==> src/hdl/tpc_pkg.sv <==
// ----------------------------------------------------------------------------
// tpc_pkg
// types and constants shared by the triangle plane clipper
// ----------------------------------------------------------------------------
package tpc_pkg;

  localparam int NATTR = 13;
  localparam int NCFG  = 6;

  localparam logic [2:0] CFG_NX = 3'd0;
  localparam logic [2:0] CFG_NY = 3'd1;
  localparam logic [2:0] CFG_NZ = 3'd2;
  localparam logic [2:0] CFG_PX = 3'd3;
  localparam logic [2:0] CFG_PY = 3'd4;
  localparam logic [2:0] CFG_PZ = 3'd5;

  typedef logic signed [31:0] word_t;
  typedef word_t [NATTR-1:0] vtx_t;

  typedef struct packed {
    vtx_t       a;
    vtx_t       b;
    vtx_t       c;
    logic [2:0] code;
    logic [7:0] shader;
    logic [15:0] tex;
    word_t      weight;
  } tri_job_t;

  typedef enum logic [2:0] {
    BK_IDLE,
    BK_DIST,
    BK_EDGE,
    BK_EMIT
  } bk_state_t;

  typedef enum logic [3:0] {
    EG_IDLE,
    EG_DIV,
    EG_LERP,
    EG_SQ,
    EG_SQRT,
    EG_NDIV,
    EG_DONE
  } eg_state_t;

endpackage

==> src/hdl/tpc_front.sv <==
// ----------------------------------------------------------------------------
// tpc_front
// collects three vertices of a triangle and queues the finished triangle
// ----------------------------------------------------------------------------
module tpc_front import tpc_pkg::*; (
  input  logic     clk,
  input  logic     rst_n,
  input  logic     push,
  output logic     full,
  input  vtx_t     vin,
  input  logic [7:0] shader,
  input  logic [15:0] tex,
  input  word_t    weight,
  output logic     job_valid,
  input  logic     job_take,
  output tri_job_t job
);

  logic [1:0] slot_r, slot_nxt;
  vtx_t       hold_a_r, hold_b_r;
  tri_job_t   q_r [2];
  logic       wp_r, rp_r;
  logic [1:0] cnt_r;

  logic acc, enq;

  assign full      = (cnt_r == 2'd2);
  assign acc       = push && !full;
  assign enq       = acc && (slot_r == 2'd2);
  assign job_valid = (cnt_r != 2'd0);
  assign job       = q_r[rp_r];

  always_comb begin
    slot_nxt = slot_r;
    if (acc) slot_nxt = (slot_r == 2'd2) ? 2'd0 : slot_r + 2'd1;
  end

  always_ff @(posedge clk) begin
    if (!rst_n) begin
      slot_r <= 2'd0;
      wp_r   <= 1'b0;
      rp_r   <= 1'b0;
      cnt_r  <= 2'd0;
    end else begin
      slot_r <= slot_nxt;
      if (enq) wp_r <= !wp_r;
      if (job_take && job_valid) rp_r <= !rp_r;
      cnt_r <= cnt_r + {1'b0, enq} - {1'b0, job_take && job_valid};
    end
  end

  always_ff @(posedge clk) begin
    if (acc && slot_r == 2'd0) hold_a_r <= vin;
    if (acc && slot_r == 2'd1) hold_b_r <= vin;
    if (enq) begin
      q_r[wp_r].a      <= hold_a_r;
      q_r[wp_r].b      <= hold_b_r;
      q_r[wp_r].c      <= vin;
      q_r[wp_r].code   <= 3'd0;
      q_r[wp_r].shader <= shader;
      q_r[wp_r].tex    <= tex;
      q_r[wp_r].weight <= weight;
    end
  end

endmodule

==> config.mk <==
export PLATFORM = sky130hd
export DESIGN_NAME = tpc_front
export DESIGN_NICKNAME = d
export VERILOG_FILES = /design/src/hdl/tpc_pkg.sv /design/src/hdl/tpc_front.sv
export SDC_FILE = /design/constraint.sdc
export NUM_CORES = 2
export LEC_CHECK = 0
export ABC_AREA = 1
export BUFFER_PORTS_ARGS = -buffer_cell sky130_fd_sc_hd__clkbuf_2
export CAP_MARGIN = 20
export CORE_AREA = 10 10 690 692
export DETAILED_ROUTE_END_ITERATION = 7
export DIE_AREA = 0 0 700 702
export PLACE_DENSITY = 0.43
export SYNTH_ARGS = -nofsm -noshare
export SYNTH_HDL_FRONTEND = slang
export SYNTH_SLANG_ARGS = --single-unit
==> constraint.sdc <==
create_clock -name clk -period 103.1 [get_ports clk]
set_clock_uncertainty 0.2 [all_clocks]
set_input_delay 20.62 -clock clk [delete_from_list [all_inputs] [get_ports clk]]
set_output_delay 20.62 -clock clk [all_outputs]
set_load 0.005 [all_outputs]
==> run summary <==
The run finished with clean final reports. The final setup violation count is 0. The count of pins over their slew limit came out at 0. The routed design could run at a clock period as short as 29.48 ns. The multi-input logic area is 17000 um^2. The width of the die is 700 um. The analysis attributes to cell leakage a power of 51.5 nW. The distinct cell type count of the synthesized netlist came out at 16. The reg2reg setup slack is 95.04 ns. After synthesis the cells add up to 122000 um^2. The path type of the worst setup path is register to primary output. In the final layout, flip-flops and latches occupy 103000 um^2.

The class of the most critical hold timing path is register to register. The yosys synthesis warning count came out at 0. The filler cell count in the final layout came out at 44600. The number of clock sinks is 3447. The count of input and output buffers came out at 1781.

The number of buffers added by the clock tree synthesis step is 375. In this run, post-CTS hold repair placed 0 buffers. For this run the aggregate overflow at the end of global routing stands at 0.

For the worst setup path, the data arrival time is 8.66 ns. The basic-gate share of the synthesized area counting and, or, nand and nor cells came out at 0.0659%. CTS placed an instance of sky130_fd_sc_hd__clkbuf_16 at the clock tree root.

The number of I/O pins is 1785. The first-pass GRT wire length is 514000 um. The share of the Yosys chip area taken by registers is 85.1%.

The worst-path maximum fanout is 146. In this run the post-CTS setup repair buffer count came out at 0. The worst slack at placement is 74.58 ns. STA classifies the critical path endpoint as a primary output.

The die footprint came out at 491000 um^2. Setup repair after global routing left no endpoint under its margin. The clock tree from TritonCTS is yes. The number of H-tree levels is 5.

After synthesis, the largest family of logic cells by area is multiplexers. The power density of the placed cells came out at 24.2 nW/um^2. The total number of placement rows is 250.

The utilization after layout is 32.4%. The number of standard cells in the final layout excluding fillers is 13500. The required time at the endpoint of the critical path is 82.28 ns. The HPWL after detailed placement is 281000 um.

The relative area change from synthesis to final layout came out at 23.1%. The starting density of the core is 26.3%. VDD sags by at most 0.0000147 V. After layout, the worst path uses 28.6% of the clock period.

The final wirelength came out at 388000 um. The number of global-route vias before repair came out at 59000. The die outline height came out at 702 um. The largest net degree at the start of global routing is 147. The number of optimization iterations in the first detailed-route pass came out at 5. The count of vias placed by the detailed router came out at 56200. The cell count after placement is 12800.

The post-route netlist has 49.9% of its cells at a drive strength greater than 1. The average footprint of a synthesized cell is 24.6 um^2. The synthesized-area fraction occupied by adder cells is 0.0103%. The weighted congestion at the end of routability-driven global placement came out at 0.815. The flop and latch count out of synthesis came out at 3447. STA classifies the critical path startpoint as a register. The share of cell area taken by muxes after synthesis is 13.8%. The region available for standard cell placement spans 462000 um^2. The mean number of vias per cell is 4.15. Once routing completed, OpenROAD measured the worst setup slack at 73.62 ns. The number of antenna violations at the first check in global routing is 145. The complex-gate fraction of the synthesized area came out at 0.0329%. The clock insertion delay at the later pin of the skew report is 0.98 ns. The mean routed wirelength per cell is 28.7 um. The count of routing violations after the opening detailed-route iteration is 4161. Global routing consumed, over all layers together, 15.0% of the routing resources. In this run the tightest slew margin relative to its limit is 11.7%. The detail route stage leaves a number of antenna-violating nets equal to 0. The net count of the finished layout came out at 7509.

The fmax is 33.9 MHz. The actual slew at the worst max-slew pin is 1.32 ns. The final sum of negative setup slack is 0 ns.

The post-cts resize count is 0. The number of max-cap violations came out at 0. The longest clock path from root to sink contains 4 buffers. The number of standard cells after synthesis is 4943. In the routed design, unresolved DRC markers number 0. The final hold violation count came out at 0. The synthesized-area fraction occupied by xor and xnor cells is 0.00720%. Clock-pin slew was measured on the worst setup and hold paths at 0.06 ns.
worst paths after layout:
path,cells after the start,to,startpoint
setup / recovery,9,job[375],register
hold / removal,0,q_r[1][899],hold_a_r[11]
hold reg to reg,0,q_r[1][899],hold_a_r[11]
setup reg to reg,12,q_r[1][777],slot_r[1]
synthesized netlist by cell type (all sizes together):
cell type	count	area share [%]
edfxtp	3440	85
mux2	1304	14
buf	148	0.94
inv	13	0.040
nor2	9	0.028
dfxtp	7	0.12
nand2	7	0.022
a21oi	6	0.025
nand3	4	0.016
o21ai	2	0.0082
conb	1	0.0031
ha	1	0.010
xnor2	1	0.0072
layer usage:
metal / share of wire [%] / wire length, um / GRT usage [%]
met1: 37 / 142000 / 16.6
met2: 52 / 202000 / 27.3
met3: 8.8 / 34200 / 5.37
met4: 2.6 / 10100 / 3.50
met5: 0.044 / 172 / 0
placed cells by master, fill, tap and decap left out, types with 7 or more instances in the layout:
cell	synthesis	routed
sky130_fd_sc_hd__edfxtp_1	3440	3440
sky130_fd_sc_hd__clkbuf_2	0	1781
sky130_fd_sc_hd__mux2_2	744	744
sky130_fd_sc_hd__mux2_4	560	560
sky130_fd_sc_hd__clkbuf_16	0	380
sky130_fd_sc_hd__clkinv_1	0	94
sky130_fd_sc_hd__clkbuf_1	0	87
sky130_fd_sc_hd__buf_4	3	68
sky130_fd_sc_hd__clkinv_2	0	40
sky130_fd_sc_hd__diode_2	0	37
sky130_fd_sc_hd__bufinv_16	0	23
sky130_fd_sc_hd__inv_1	13	11
sky130_fd_sc_hd__clkinv_16	0	11
sky130_fd_sc_hd__inv_6	0	11
sky130_fd_sc_hd__buf_12	0	8
sky130_fd_sc_hd__nand2_1	7	7
sky130_fd_sc_hd__nor2_1	9	7
stage by stage:
stage,total power [W],cell area (um^2),hold WS [ns]
after floorplan,0.00213,122000,0.221
after global placement,0.00237,138000,0.221
after detailed placement,0.00238,138000,0.229
after CTS,0.00368,150000,0.209
after global routing,0.00376,150000,0.226
final,0.00362,150000,0.208
layout make-up:
class	count	area share, %
antenna	37	0.0619
clock buffer	467	6.57
clock inverter	199	1.28
inverter	13	0.0426
multi-input combinational	1337	11.3
sequential	3447	69.1
tap	6174	5.16
timing repair buffer	1858	6.42
critical path: stages (launching register included):
cell	delay, ns
sky130_fd_sc_hd__dfxtp_4	0.75
sky130_fd_sc_hd__buf_12	0.55
sky130_fd_sc_hd__buf_12	0.61
sky130_fd_sc_hd__buf_4	0.91
sky130_fd_sc_hd__buf_4	0.88
sky130_fd_sc_hd__buf_4	0.79
sky130_fd_sc_hd__buf_4	0.93
sky130_fd_sc_hd__buf_4	0.90
sky130_fd_sc_hd__mux2_2	0.43
sky130_fd_sc_hd__clkbuf_2	0.13
kinds of logic (layout without fill, tap and decap cells):
group,after synthesis,count (layout)
flip-flops,3447,3447
multiplexers,1304,1304
buffers and inverters,161,2537
AND/OR/NAND/NOR,20,20
AO/OA/AOI/OAI,8,8
adder cells (fa/ha/maj),1,1
other,1,40
XOR/XNOR,1,1
where the power goes:
group / total, W / switching (W) / internal [W] / leakage, nW
registers: 0.00168 / 0.0000301 / 0.00165 / 31.3
logic: 0.000645 / 0.000369 / 0.000276 / 14.5
clock network: 0.00129 / 0.000555 / 0.000736 / 5.68
total: 0.00362 / 0.000953 / 0.00266 / 51.5
registers in the layout, summed over array words and instances (netlist names), named ones only:
name,cells
rp_r,1
hold_b_r,416
hold_a_r,416
slot_r,2
q_r,2608
cnt_r,2
wp_r,1
(Power assumes the default switching activity.)
